File: src/hw/rtl/mbp_pkg.sv
// Shared types, constants and pattern tables of the beep pattern player.
package mbp_pkg;

  localparam int CountWidthDef = 16;
  localparam int DurWidth      = 16;
  localparam int NumPatterns   = 6;
  localparam int MaxPhases     = 17;
  localparam int SoundWidth    = 3;
  localparam int StepWidth     = 5;

  localparam logic [DurWidth-1:0] DitReset  = 16'd100;
  localparam logic [DurWidth-1:0] DahReset  = 16'd300;
  localparam logic [DurWidth-1:0] EgapReset = 16'd100;
  localparam logic [DurWidth-1:0] LgapReset = 16'd300;

  typedef enum logic [1:0] {
    PH_DIT  = 2'd0,
    PH_DAH  = 2'd1,
    PH_EGAP = 2'd2,
    PH_LGAP = 2'd3
  } phase_e;

  typedef enum logic {
    OP_TICK  = 1'b0,
    OP_START = 1'b1
  } op_e;

  typedef enum logic [1:0] {
    CFG_DIT  = 2'd0,
    CFG_DAH  = 2'd1,
    CFG_EGAP = 2'd2,
    CFG_LGAP = 2'd3
  } cfg_reg_e;

  typedef struct packed {
    op_e                   op;
    logic [SoundWidth-1:0] sound;
  } in_item_t;

  typedef struct packed {
    logic buzzer_on;
    logic busy_res;
    logic done_res;
    logic start_rejected;
  } out_item_t;

  typedef struct packed {
    logic [DurWidth-1:0] dit_ticks;
    logic [DurWidth-1:0] dah_ticks;
    logic [DurWidth-1:0] element_gap_ticks;
    logic [DurWidth-1:0] letter_gap_ticks;
  } cfg_t;

  // Unused slots read as an element gap.
  localparam phase_e PatRom [NumPatterns][MaxPhases] = '{
    '{PH_DIT, PH_EGAP, PH_DIT, PH_EGAP, PH_DAH, PH_EGAP, PH_EGAP, PH_EGAP, PH_EGAP,
      PH_EGAP, PH_EGAP, PH_EGAP, PH_EGAP, PH_EGAP, PH_EGAP, PH_EGAP, PH_EGAP},
    '{PH_DIT, PH_EGAP, PH_DIT, PH_EGAP, PH_DIT, PH_EGAP, PH_DIT, PH_EGAP, PH_DIT,
      PH_EGAP, PH_DAH, PH_EGAP, PH_EGAP, PH_EGAP, PH_EGAP, PH_EGAP, PH_EGAP},
    '{PH_DIT, PH_EGAP, PH_DAH, PH_EGAP, PH_EGAP, PH_EGAP, PH_EGAP, PH_EGAP, PH_EGAP,
      PH_EGAP, PH_EGAP, PH_EGAP, PH_EGAP, PH_EGAP, PH_EGAP, PH_EGAP, PH_EGAP},
    '{PH_DIT, PH_EGAP, PH_DIT, PH_EGAP, PH_DIT, PH_LGAP, PH_DAH, PH_EGAP, PH_DAH,
      PH_EGAP, PH_DAH, PH_LGAP, PH_DIT, PH_EGAP, PH_DIT, PH_EGAP, PH_DIT},
    '{PH_DIT, PH_EGAP, PH_DIT, PH_EGAP, PH_DIT, PH_LGAP, PH_DAH, PH_EGAP, PH_DAH,
      PH_LGAP, PH_DIT, PH_EGAP, PH_DIT, PH_EGAP, PH_DIT, PH_EGAP, PH_EGAP},
    '{PH_DAH, PH_EGAP, PH_DAH, PH_EGAP, PH_DAH, PH_LGAP, PH_DAH, PH_EGAP, PH_DIT,
      PH_EGAP, PH_DAH, PH_EGAP, PH_EGAP, PH_EGAP, PH_EGAP, PH_EGAP, PH_EGAP}
  };

  localparam logic [StepWidth-1:0] PatLen [NumPatterns] = '{
    5'd5, 5'd11, 5'd3, 5'd17, 5'd15, 5'd11
  };

  function automatic phase_e phase_code(input logic [SoundWidth-1:0] pat,
                                        input logic [StepWidth-1:0]  idx);
    phase_e code;
    code = PH_EGAP;
    if ((32'(pat) < NumPatterns) && (32'(idx) < MaxPhases)) begin
      code = PatRom[pat][idx];
    end
    return code;
  endfunction

  function automatic logic [StepWidth-1:0] pat_len(input logic [SoundWidth-1:0] pat);
    logic [StepWidth-1:0] len;
    len = '0;
    if (32'(pat) < NumPatterns) begin
      len = PatLen[pat];
    end
    return len;
  endfunction

endpackage

File: src/hw/rtl/mbp_cfg_regs.sv
// Duration configuration registers of the beep pattern player.
module mbp_cfg_regs (
  input  logic                    clk_i,
  input  logic                    rst_ni,
  input  logic                    cfg_we_i,
  input  logic [1:0]              cfg_idx_i,
  input  logic [mbp_pkg::DurWidth-1:0] cfg_data_i,
  output mbp_pkg::cfg_t           cfg_o
);
  import mbp_pkg::*;

  cfg_t cfg_q, cfg_d;

  always_comb begin
    cfg_d = cfg_q;
    if (cfg_we_i) begin
      case (cfg_reg_e'(cfg_idx_i))
        CFG_DIT:  cfg_d.dit_ticks         = cfg_data_i;
        CFG_DAH:  cfg_d.dah_ticks         = cfg_data_i;
        CFG_EGAP: cfg_d.element_gap_ticks = cfg_data_i;
        CFG_LGAP: cfg_d.letter_gap_ticks  = cfg_data_i;
        default:  cfg_d = cfg_q;
      endcase
    end
  end

  always_ff @(posedge clk_i or negedge rst_ni) begin
    if (!rst_ni) begin
      cfg_q.dit_ticks         <= DitReset;
      cfg_q.dah_ticks         <= DahReset;
      cfg_q.element_gap_ticks <= EgapReset;
      cfg_q.letter_gap_ticks  <= LgapReset;
    end else begin
      cfg_q <= cfg_d;
    end
  end

  assign cfg_o = cfg_q;

endmodule

File: src/hw/rtl/mbp_sequencer.sv
// Pattern sequencer: phase counter, step index and the next-state logic per item.
module mbp_sequencer #(
  parameter int COUNT_WIDTH = mbp_pkg::CountWidthDef
) (
  input  logic                clk_i,
  input  logic                rst_ni,
  input  logic                accept_i,
  input  mbp_pkg::in_item_t   item_i,
  input  mbp_pkg::cfg_t       cfg_i,
  output mbp_pkg::out_item_t  result_o
);
  import mbp_pkg::*;

  localparam int ExtW = (COUNT_WIDTH > DurWidth) ? COUNT_WIDTH : DurWidth;

  logic [SoundWidth-1:0]  pat_q, pat_d;
  logic [StepWidth-1:0]   step_q, step_d;
  logic [COUNT_WIDTH-1:0] ticks_q, ticks_d;
  logic                   run_q, run_d;

  logic                   is_start;
  logic [StepWidth-1:0]   step_next;
  logic [COUNT_WIDTH-1:0] ticks_dec;
  phase_e                 load_code;
  phase_e                 out_code;
  logic [DurWidth-1:0]    raw_len;
  logic [ExtW-1:0]        len_ext;
  logic [ExtW-1:0]        cnt_max_ext;
  logic [COUNT_WIDTH-1:0] phase_len;
  logic                   done;
  logic                   rejected;

  assign is_start  = (item_i.op == OP_START);
  assign step_next = step_q + StepWidth'(1);
  assign ticks_dec = (ticks_q != '0) ? (ticks_q - COUNT_WIDTH'(1)) : ticks_q;

  // One length lookup serves both a start and a phase advance.
  assign load_code = is_start ? phase_code(item_i.sound, '0) : phase_code(pat_q, step_next);

  always_comb begin
    case (load_code)
      PH_DIT:  raw_len = cfg_i.dit_ticks;
      PH_DAH:  raw_len = cfg_i.dah_ticks;
      PH_EGAP: raw_len = cfg_i.element_gap_ticks;
      default: raw_len = cfg_i.letter_gap_ticks;
    endcase
  end

  // Zero counts as one tick; saturate when the counter is narrower than the register.
  always_comb begin
    cnt_max_ext = ExtW'({COUNT_WIDTH{1'b1}});
    len_ext     = ExtW'(raw_len);
    if (len_ext == '0) begin
      len_ext = ExtW'(1);
    end
    if (len_ext > cnt_max_ext) begin
      len_ext = cnt_max_ext;
    end
    phase_len = len_ext[COUNT_WIDTH-1:0];
  end

  always_comb begin
    pat_d    = pat_q;
    step_d   = step_q;
    ticks_d  = ticks_q;
    run_d    = run_q;
    done     = 1'b0;
    rejected = 1'b0;
    if (accept_i) begin
      if (is_start) begin
        if (run_q || (32'(item_i.sound) >= NumPatterns)) begin
          rejected = 1'b1;
        end else begin
          pat_d   = item_i.sound;
          step_d  = '0;
          run_d   = 1'b1;
          ticks_d = phase_len;
        end
      end else if (run_q) begin
        ticks_d = ticks_dec;
        if (ticks_dec == '0) begin
          if (step_next >= pat_len(pat_q)) begin
            run_d  = 1'b0;
            step_d = '0;
            done   = 1'b1;
          end else begin
            step_d  = step_next;
            ticks_d = phase_len;
          end
        end
      end
    end
  end

  assign out_code = phase_code(pat_d, step_d);

  always_comb begin
    result_o.buzzer_on      = run_d && ((out_code == PH_DIT) || (out_code == PH_DAH));
    result_o.busy_res       = run_d;
    result_o.done_res       = done;
    result_o.start_rejected = rejected;
  end

  always_ff @(posedge clk_i or negedge rst_ni) begin
    if (!rst_ni) begin
      pat_q   <= '0;
      step_q  <= '0;
      ticks_q <= '0;
      run_q   <= 1'b0;
    end else begin
      pat_q   <= pat_d;
      step_q  <= step_d;
      ticks_q <= ticks_d;
      run_q   <= run_d;
    end
  end

endmodule

File: src/hw/rtl/morse_beep_pattern_player_core.sv
// Plays one of six fixed beep patterns, stepped by tick items, one result per item.
// Each accepted item (a tick or a start) updates the phase counter and step index in
// the cycle it is taken and its result appears in the output register on the next
// cycle, so the block takes one item per clock. The output register is the only stage
// between the channels: a new item is taken whenever that register is empty or its
// result is being taken in the same cycle. Durations come from four 16-bit registers
// (dit, dah, element gap, letter gap) written through the configuration port; a zero
// duration plays as one tick, and with COUNT_WIDTH below 16 a duration saturates.
module morse_beep_pattern_player_core #(
  parameter int COUNT_WIDTH = mbp_pkg::CountWidthDef
) (
  input  logic                          clk_i,
  input  logic                          rst_ni,
  input  logic                          in_valid_i,
  output logic                          in_ready_o,
  input  mbp_pkg::in_item_t             in_item_i,
  output logic                          out_valid_o,
  input  logic                          out_ready_i,
  output mbp_pkg::out_item_t            out_item_o,
  input  logic                          cfg_we_i,
  input  logic [1:0]                    cfg_idx_i,
  input  logic [mbp_pkg::DurWidth-1:0]  cfg_data_i
);
  import mbp_pkg::*;

  cfg_t      cfg;
  out_item_t result;
  out_item_t out_item_q;
  logic      out_valid_q, out_valid_d;
  logic      accept;

  assign in_ready_o = !out_valid_q || out_ready_i;
  assign accept     = in_valid_i && in_ready_o;

  mbp_cfg_regs u_cfg (
    .clk_i      (clk_i),
    .rst_ni     (rst_ni),
    .cfg_we_i   (cfg_we_i),
    .cfg_idx_i  (cfg_idx_i),
    .cfg_data_i (cfg_data_i),
    .cfg_o      (cfg)
  );

  mbp_sequencer #(
    .COUNT_WIDTH (COUNT_WIDTH)
  ) u_seq (
    .clk_i    (clk_i),
    .rst_ni   (rst_ni),
    .accept_i (accept),
    .item_i   (in_item_i),
    .cfg_i    (cfg),
    .result_o (result)
  );

  // Hold the result until taken; refill on the cycle it leaves.
  always_comb begin
    out_valid_d = out_valid_q;
    if (accept) begin
      out_valid_d = 1'b1;
    end else if (out_ready_i) begin
      out_valid_d = 1'b0;
    end
  end

  always_ff @(posedge clk_i or negedge rst_ni) begin
    if (!rst_ni) begin
      out_valid_q <= 1'b0;
    end else begin
      out_valid_q <= out_valid_d;
    end
  end

  always_ff @(posedge clk_i) begin
    if (accept) begin
      out_item_q <= result;
    end
  end

  assign out_valid_o = out_valid_q;
  assign out_item_o  = out_item_q;

endmodule
File: config.mk
export PLATFORM = sky130hd
export DESIGN_NAME = morse_beep_pattern_player_core
export DESIGN_NICKNAME = d
export VERILOG_FILES = /design/src/hw/rtl/mbp_pkg.sv /design/src/hw/rtl/mbp_cfg_regs.sv /design/src/hw/rtl/mbp_sequencer.sv /design/src/hw/rtl/morse_beep_pattern_player_core.sv
export SDC_FILE = /design/constraint.sdc
export NUM_CORES = 1
export LEC_CHECK = 0
export BUFFER_PORTS_ARGS = -buffer_cell sky130_fd_sc_hd__buf_2
export CORE_ASPECT_RATIO = 1.2
export CORE_MARGIN = 1
export CORE_UTILIZATION = 25
export CTS_CLUSTER_SIZE = 8
export DETAILED_ROUTE_END_ITERATION = 6
export PLACE_DENSITY = 0.38
export SLEW_MARGIN = 20
export SYNTH_ARGS = -nofsm -noshare
export SYNTH_HDL_FRONTEND = slang
export SYNTH_SLANG_ARGS = --single-unit
File: constraint.sdc
create_clock -name clk_i -period 11.4 [get_ports clk_i]
set_clock_uncertainty 0.15 [all_clocks]
set_input_delay 2.28 -clock clk_i [delete_from_list [all_inputs] [get_ports clk_i]]
set_output_delay 2.28 -clock clk_i [all_outputs]
set_load 0.1 [all_outputs]
### Word-level counts from Yosys, hierarchy flattened

Memories as Yosys holds them, arrays and structs flattened.
Cells that the tools add are included.

* register bits after elaboration: 94
* bits in read-only memories: 856
* input bits: 27
* output and inout port bits: 6
* memories: 4

* add/sub/neg operators: 2
* magnitude comparators: 13
* equality and inequality tests: 7
* muxes and demuxes: 51
* bitwise gates (word level): 7
* reduce and logical (&&, ||, !) cells: 22

Memories
* (name not given): words 8, width 34, read ports 1, clocked after memory_dff 0, write ports 0, RTL line mbp_pkg.sv:79 `code = PatRom[pat][idx];`
* (name not given): words 8, width 34, read ports 1, clocked after memory_dff 0, write ports 0, RTL line mbp_pkg.sv:79
* (name not given): words 8, width 34, read ports 1, clocked after memory_dff 0, write ports 0, RTL line mbp_pkg.sv:79
* (name not given): words 8, width 5, read ports 1, clocked after memory_dff 0, write ports 0, RTL line mbp_pkg.sv:88 `len = PatLen[pat];`

Operators by type and width (number)
* 2-to-1 mux 34 bit: 6
* 2-to-1 mux 16 bit: 8
* 2-to-1 mux 5 bit: 13
* one-hot mux 16 bit (3 select lines): 1
* logical NOT 16 bit: 2
* binary-select mux 2 bit (select 5 bit): 2
* > comparator 16 bit (second input constant): 1
* 2-to-1 mux 2 bit: 8
* nonzero test 16 bit: 1
* subtractor 16 x 1 -> 16 bit (second input constant): 1
* >= comparator 4 bit (second input constant): 3
* >= comparator 6 bit (second input constant): 2
* inverter 3 -> 4 bit: 3
* inverter 5 -> 6 bit: 2
* < comparator 5 bit (second input constant): 2
* 2-to-1 mux 1 bit: 10
* < comparator 3 bit (second input constant): 3
* 2-to-1 mux 3 bit: 3
* AND reduction 2 bit: 4
* equality test 2 x 1 -> 1 bit (second input constant): 3
* equality test 2 bit (second input constant): 3
* logical NOT 2 bit: 3
* adder 5 x 1 -> 5 bit (second input constant): 1
* >= comparator 5 bit: 1
* other kinds (9): 16

### Logic depth before layout (Yosys ltp)

Gate-level depths: netlist of the first run.

* depth after elaboration: 23
* depth in mapped cells: 14

### By module

A second synthesis of the first run with hierarchy kept.

* cell total of the unflattened synthesis: 500
* area total of the unflattened synthesis: 5517.8 um^2

Modules (own cells, without submodules)
* mbp_sequencer: instances 1, cells an instance 356, area each 2915.3 um^2, sequential area each 625.6 um^2
* mbp_cfg_regs: instances 1, cells an instance 136, area each 2428.6 um^2, sequential area each 1619.1 um^2
* morse_beep_pattern_player_core: instances 1, cells an instance 8, area each 173.9 um^2, sequential area each 145.1 um^2

### Worst setup path before layout of the first run

No wires, ideal clock.

* kind: input to output
* from: in out_ready_i
* to: out in_ready_o
* data arrival time: 3.065 ns
* setup slack: 5.905 ns
* cell stages on the path: 1
* path buffers: 0
* cell sequence: nand2b_1

* longest elaborated chain between the ends: 1

Ends and longest elaborated chain
* start, declared: RTL line morse_beep_pattern_player_core.sv:18 `input logic out_ready_i,`
* logical OR 1 bit: RTL line morse_beep_pattern_player_core.sv:32 `assign in_ready_o = !out_valid_q || out_ready_i;`
* end, declared: RTL line morse_beep_pattern_player_core.sv:15 `output logic in_ready_o,`

No other way between the ends.

### Worst setup path after layout of the first run

Ends and elaborated chain as after synthesis.

==> results of run 1 <==
==> registers in the layout, summed over array words and instances (netlist names) <==
signal	count
out_item_o	4
u_seq.ticks_q	16
u_seq.pat_q	3
u_seq.run_q	1
u_seq.step_q	5
u_cfg.cfg_o	64
out_valid_o	1
==> critical path: stages <==
cell      delay [ns]
buf_2           0.07
nand2b_1        0.12
buf_2           0.44
==> cell usage in the layout (no fill, tap or decap), types with 7 or more instances in the layout <==
cell type,netlist,final
a21oi_1,31,31
buf_2,7,31
clkbuf_16,0,9
dfrtp_1,76,76
dfstp_2,14,14
ha_1,11,11
inv_1,16,16
mux2_2,66,66
mux2i_1,55,55
nand2_1,23,23
nand2b_1,7,7
nand3_1,10,10
nor2_1,29,29
nor3_1,16,16
nor4_1,12,12
o21ai_0,33,33
==> layer usage <==
metal | share of wire [%] | routed length (µm) | GRT usage, %
met5 | 0 | 0 | 0
met4 | 2.4 | 330 | 6.42
met3 | 2.5 | 352 | 1.65
met2 | 50 | 7050 | 23.1
met1 | 45 | 6230 | 16.2
==> per-stage QoR <==
| step | hold WS, ns | power [µW] | setup WS, ns | utilization, % |
|---|---|---|---|---|
| 6_report | 0.355 | 1230 | 6.06 | 28.9 |
| 5_1_grt | 0.366 | 1330 | 6.01 | 28.9 |
| 4_1_cts | 0.358 | 1250 | 6.06 | 28.9 |
| 3_5_place_dp | 0.341 | 945 | 6.06 | 27.6 |
| 3_3_place_gp | 0.332 | 939 | 6.06 | 27.6 |
| 2_1_floorplan | 0.321 | 823 | 5.90 | - |
==> path summary, 6_finish.rpt <==
| check | startpoint | endpoint | cells after the start |
|---|---|---|---|
| min reg2reg | u_cfg.cfg_o[4] | u_cfg.cfg_o[4] | 1 |
| max in group asynchronous | rst_ni | u_seq.ticks_q[0] | 2 |
| max reg2reg | u_seq.ticks_q[0] | out_item_o[3] | 12 |
| max | out_ready_i | in_ready_o | 3 |
| min | u_cfg.cfg_o[4] | u_cfg.cfg_o[4] | 1 |
| min in group asynchronous | rst_ni | out_valid_o | 1 |
==> kinds of logic after synthesis <==
kind of cell	Yosys count	synth area share, %
AND/OR/NAND/NOR	137	14.6
multiplexers	121	23.3
AO/OA/AOI/OAI	106	12.0
flip-flops	94	43.1
buffers and inverters	43	3.41
adder cells (fa/ha/maj)	11	2.48
XOR/XNOR	7	1.11
==> power breakdown <==
group          leakage (µW)  switching (µW)  internal, µW
clock network      0.000133             144           153
registers           0.00110            93.3           416
logic               0.00145             242           186
==> synthesized netlist by cell type, types with 5 or more instances <==
master / number
inv_1: 16
a31oi_1: 7
xnor2_1: 5
a211oi_1: 5
ha_1: 11
dfstp_2: 14
mux2i_1: 55
clkbuf_1: 16
nand2b_1: 7
nor4_1: 12
nor2_1: 29
nand2_1: 23
nand4_1: 5
o21ai_0: 33
nor3_1: 16
nand3_1: 10
a21o_1: 6
a21oi_1: 31
buf_2: 7
mux2_2: 66
dfrtp_1: 76
==> layout make-up <==
type,instances,area [µm²]
tap,274,343
inverter,16,60.1
multi-input combinational,382,2990
fill,2282,15400
clock buffer,9,225
sequential,94,2390
clock inverter,7,67.6
timing repair buffer,37,204
==> key figures, run 1 <==
Detailed routing
  • Antenna Nets Post-Route: 0
  • Per-cell routed wire length: 17.1 µm
  • DRC Markers: 0
  • WL final: between 10 and 15 mm
  • DR vias/cell: between 5 and 6
  • Router iterations before antenna repair: 4
  • Drt first-iter violations: about 230
  • Via count: 4173

Setup path
  • Setup CP Type: in -> out
  • CP max FO: 3
  • Crit. End Element: output pin
  • Startpoint types: input pin
  • R2R setup slack: between 6 and 7 ns
  • Worst endpoint data arrival time: just under 3 ns
  • Worst Path Required: between 8 and 9 ns

Min path
  • Path type of the worst min-delay path: reg -> reg

Clock tree
  • CTS tree: yes
  • H-tree levels: 3
  • Hold_buf cts: 0
  • Post-CTS resize count: 0
  • Post-CTS Setup Repair Bufs: 0
  • Worst-Skew Late Latency: ~0.35 ns
  • CTS Buffer Depth: 2
  • Clk root buf: clkbuf_16
  • Clock transition at path regs: ~0.070 ns
  • Clock sink count: 94
  • CTS Buf Count: 9

Place
  • Port Buf Inserts: 32
  • RD Place Congestion: between 0.8 and 0.9
  • Post-Place Cell Area: approximately 6000 µm²
  • Dpl cells: ~800
  • Post-DP HPWL: 9.97 mm

Logic synthesis
  • Top cell type's share of synthesized area: about 34%
  • EDFF count, synth: 4
  • Post-Syn Nets: 557
  • Post-synthesis cell count: roughly 520
  • Area contributors post-synth: dfrtp_1, mux2_2, mux2i_1, dfstp_2, o21ai_0
  • Sequential-to-total area share from yosys stat: a little over two fifths
  • Async S/R FF share, synth: 95.7%
  • Top FF cell, synth: dfrtp_1
  • Synth unique cells: 65
  • Mapped Area: about 5500 µm²
  • Syn_area_per_cell: between 10 and 15 µm²
  • Post-synthesis register bit count: 94
  • Largest area contributor in the netlist: dfrtp_1
  • Synth Warn #: 0

Die
  • Die area: 22800 µm²
  • Num rows: 59
  • Core Area: around 22000 µm²
  • Die Wd: roughly 140 µm
  • Die Y: 165 µm
  • Initial core utilization: between 20% and 30%
  • Ports: 33

Timing
  • Max-slew violations: 0
  • Endpoints failing setup: 0
  • Worst-margin pin slew: around 1.1 ns
  • Fmax: approximately 0.19 GHz
  • Final Hold Viols: 0
  • RSZ-0062 raised after global routing: false
  • Slew margin rel.: 26.9%
  • Fin crit period: between 5 and 6 ns
  • Final period utilization: 46.8%
  • TNS Setup: 0 ns

Flow run
  • Max Cap Violations: 0

Pwr
  • Static Leakage: between 0.002 and 0.003 µW
  • Pwr/cell area: around 200 nW/µm²
  • Maximum VDD drop: about 70 µV

Cells and area
  • Nets: between 500 and 600
  • Area grow syn2layout: 13.3%
  • Non-Filler Cell Area, Final: between 6000 and 7000 µm²
  • N_diodes: 0
  • Post-Layout Cell Count: about 820
  • Share of layout cells above drive strength 1: 27.3%

GRT
  • Vias in the first global route: ~4300
  • Largest net degree at the start of global routing: 81
  • GRT Util Overall: between 10% and 20%
  • First-pass GRT wire length: around 23 mm
  • Grt total ovfl: 0
  • Initial antenna violation count: 0

Status
  • Outcome: complete, no violations
Power figures use the tool's default switching activity.
==> run 2: changes to the inputs <==
==> constraint.sdc (replaced) <==
create_clock -name clk_i -period 5.2 [get_ports clk_i]
set_clock_uncertainty 0.15 [all_clocks]
set_input_delay 1.04 -clock clk_i [delete_from_list [all_inputs] [get_ports clk_i]]
set_output_delay 1.04 -clock clk_i [all_outputs]
set_load 0.1 [all_outputs]
==> key figures, run 2 (same netlist as run 1, synthesis figures left out) <==
Pwr
  • Flop pwr share: 40.9% (-0.4 points)
  • Clock Power Share: 24.2% (about the same)
  • Gate power share: 34.9% (+0.2 points)
  • Static Leakage: 0.00272 µW (+1.6%)
  • Internal Power: 1670 µW (+120%)
  • Overall power consumption: 2740 µW (+120%)
  • Maximum VDD drop: 174 µV (+150%)
  • Switching share of power: 39.1% (+0.24 points)
  • Switching power: 1070 µW (+120%)
  • Pwr/cell area: 431 nW/µm² (+120%)

Timing
  • Endpoints failing setup: 0 (unchanged)
  • Max-slew violations: 0 (unchanged)
  • TNS Setup: 0 ns (unchanged)
  • Slack of the critical path: 0.862 ns (-5.20 ns)
  • Worst-margin pin slew: 0.969 ns (-0.128 ns)
  • Final period utilization: a little over four fifths
  • Fin crit period: roughly 4.3 ns
  • Slew margin rel.: 35.2% (+8.3 points)
  • Final Hold Viols: 0 (unchanged)
  • Worst hold slack: 0.350 ns (-0.00529 ns)
  • RSZ-0062 raised after global routing: false
  • Fmax: 0.231 GHz

Setup path
  • Startpoint types: flip-flop
  • Cell depth of the worst flop-to-flop path: 12 (unchanged)
  • Crit. End Element: flip-flop
  • CP max FO: 9 (+6)
  • Setup CP Type: reg -> reg
  • Worst endpoint data arrival time: 4.30 ns (+1.39 ns)
  • Worst Path Required: 5.16 ns (-3.81 ns)
  • FF-to-FF End: out_item_o[3]
  • R2R setup slack: 0.86 ns (-6.13 ns)
  • Critical R2R Launch: u_seq.ticks_q[0]

Cells and area
  • N_diodes: 0 (unchanged)
  • Most frequent cells in the layout: dfrtp_1, mux2_2, mux2i_1
  • Filler instances: 2296 (+0.61%)
  • Area grow syn2layout: 14.4%
  • Multi-input logic area: 2990 µm² (unchanged)
  • Post-Layout Cell Count: 824 (+0.61%)
  • Largest register FFs: 64 (unchanged)
  • Share of layout cells above drive strength 1: 28.0% (+0.66 points)
  • Register area: 2390 µm² (unchanged)
  • Nets: 583 (+0.87%)
  • Most common cell after layout, fill and taps aside: dfrtp_1

Die
  • Initial core utilization: 25.5% (unchanged)
  • Die area: 22800 µm² (unchanged)
  • Core Area: 21700 µm² (unchanged)
  • Die Y: 165 µm (unchanged)
  • Num rows: 59 (unchanged)
  • Die Wd: 138 µm (unchanged)
  • Ports: 33 (unchanged)

Flow run
  • Max Cap Violations: 0 (unchanged)

Min path
  • Hold endpoint: u_cfg.cfg_o[0]
  • WHS Path Cells: 1 (unchanged)
  • Path type of the worst min-delay path: reg -> reg
  • Hold_sp: u_cfg.cfg_o[0]

Detailed routing
  • DRC Markers: 0 (unchanged)
  • Per-cell routed wire length: 17.3 µm (+1.2%)
  • WL final: 14.2 mm (+1.8%)
  • Drt first-iter violations: 196 (-13%)
  • DR vias/cell: 5.08 (-0.20%)
  • Antenna Nets Post-Route: 0 (unchanged)
  • Via count: 4190 (+0.41%)
  • Router iterations before antenna repair: 4 (unchanged)

GRT
  • Vias in the first global route: 4181 (-3.2%)
  • Initial antenna violation count: 0 (unchanged)
  • Largest net degree at the start of global routing: 52 (-36%)
  • Grt total ovfl: 0 (unchanged)
  • First-pass GRT wire length: 23.1 mm (-0.24%)
  • GRT Util Overall: 13.5% (+0.19 points)

Clock tree
  • Clock sink count: 94 (unchanged)
  • Clock transition at path regs: 0.08 ns (about the same)
  • CTS Buffer Depth: 2 (unchanged)
  • Post-CTS Setup Repair Bufs: 0 (unchanged)
  • CTS Buf Count: 9 (unchanged)
  • Post-CTS resize count: 0 (unchanged)
  • Clk root buf: clkbuf_16
  • H-tree levels: 3 (unchanged)
  • Worst-Skew Late Latency: 0.35 ns (about the same)
  • CTS tree: yes
  • Hold_buf cts: 0 (unchanged)

Status
  • Outcome: complete, no violations

Place
  • Worst slack at placement: 0.861 ns (-5.20 ns)
  • RD Place Congestion: 0.861 (-1.3%)
  • Port Buf Inserts: 32 (unchanged)
  • Post-DP HPWL: 10.3 mm (+3.5%)
  • Dpl cells: 808 (+0.62%)
==> run 2: cell types whose count changed in the layout (fill, tap and decap cells not counted), sizes merged <==
| cell | change |
|---|---|
| buf | +5 |
| clkinv | +1 |
| clkinvlp | -2 |
| inv | +1 |
==> run 2: how the worst max path moves through the flow <==
stage | from | endpoint
after floorplan | u_seq.ticks_q[0] | out_item_o[3]
after global placement | u_seq.ticks_q[0] | out_item_o[3]
after detailed placement | u_seq.ticks_q[0] | out_item_o[3]
after CTS | u_seq.ticks_q[0] | out_item_o[3]
after global routing | u_seq.ticks_q[0] | out_item_o[3]
final | u_seq.ticks_q[0] | out_item_o[3]
==> run 2: through the flow <==
| step | utilization [%] | area (µm²) |
|---|---|---|
| after floorplan | - | 5540 |
| after global placement | 27.7 | 6020 |
| after detailed placement | 27.8 | 6040 |
| after CTS | 29.2 | 6340 |
| after global routing | 29.2 | 6340 |
| final | 29.2 | 6340 |
==> run 2: per-layer routing <==
metal | track usage (%) | up-vias | share of wire (%)
met5 | 0 | - | 0
met4 | 5.63 | 0 | 2.7
met1 | 16.2 | 2073 | 43
met2 | 23.7 | 91 | 51
li1 | - | 2002 | -
met3 | 2.26 | 24 | 2.8
==> run 2: cell type report <==
cell class	instances	share of cell area (%)
inverter	16	0.947
clock buffer	9	3.55
sequential	94	37.7
clock inverter	7	1.18
tap	274	5.41
multi-input combinational	382	47.2
timing repair buffer	42	4.06
==> run 2: critical path, stage by stage, from the launching register on <==
cell and delay (ns):
dfrtp_1 0.45, inv_1 0.15, ha_1 0.33, or4b_4 0.54, nor3_4 0.23, nand3_2 0.16
mux2i_1 0.23, nand4b_1 0.18, or4_1 0.72, nand4bb_1 0.32, a31oi_1 0.22, nor3_1 0.06
o311a_1 0.36
==> run 2: power groups by stage <==
stage	combinational [µW]	sequential, µW	clock, µW
floorplan	764	1040	0
global placement	963	1130	0
detailed placement	962	1130	0
CTS	966	1110	701
global route	1060	1150	726
finish	955	1120	663
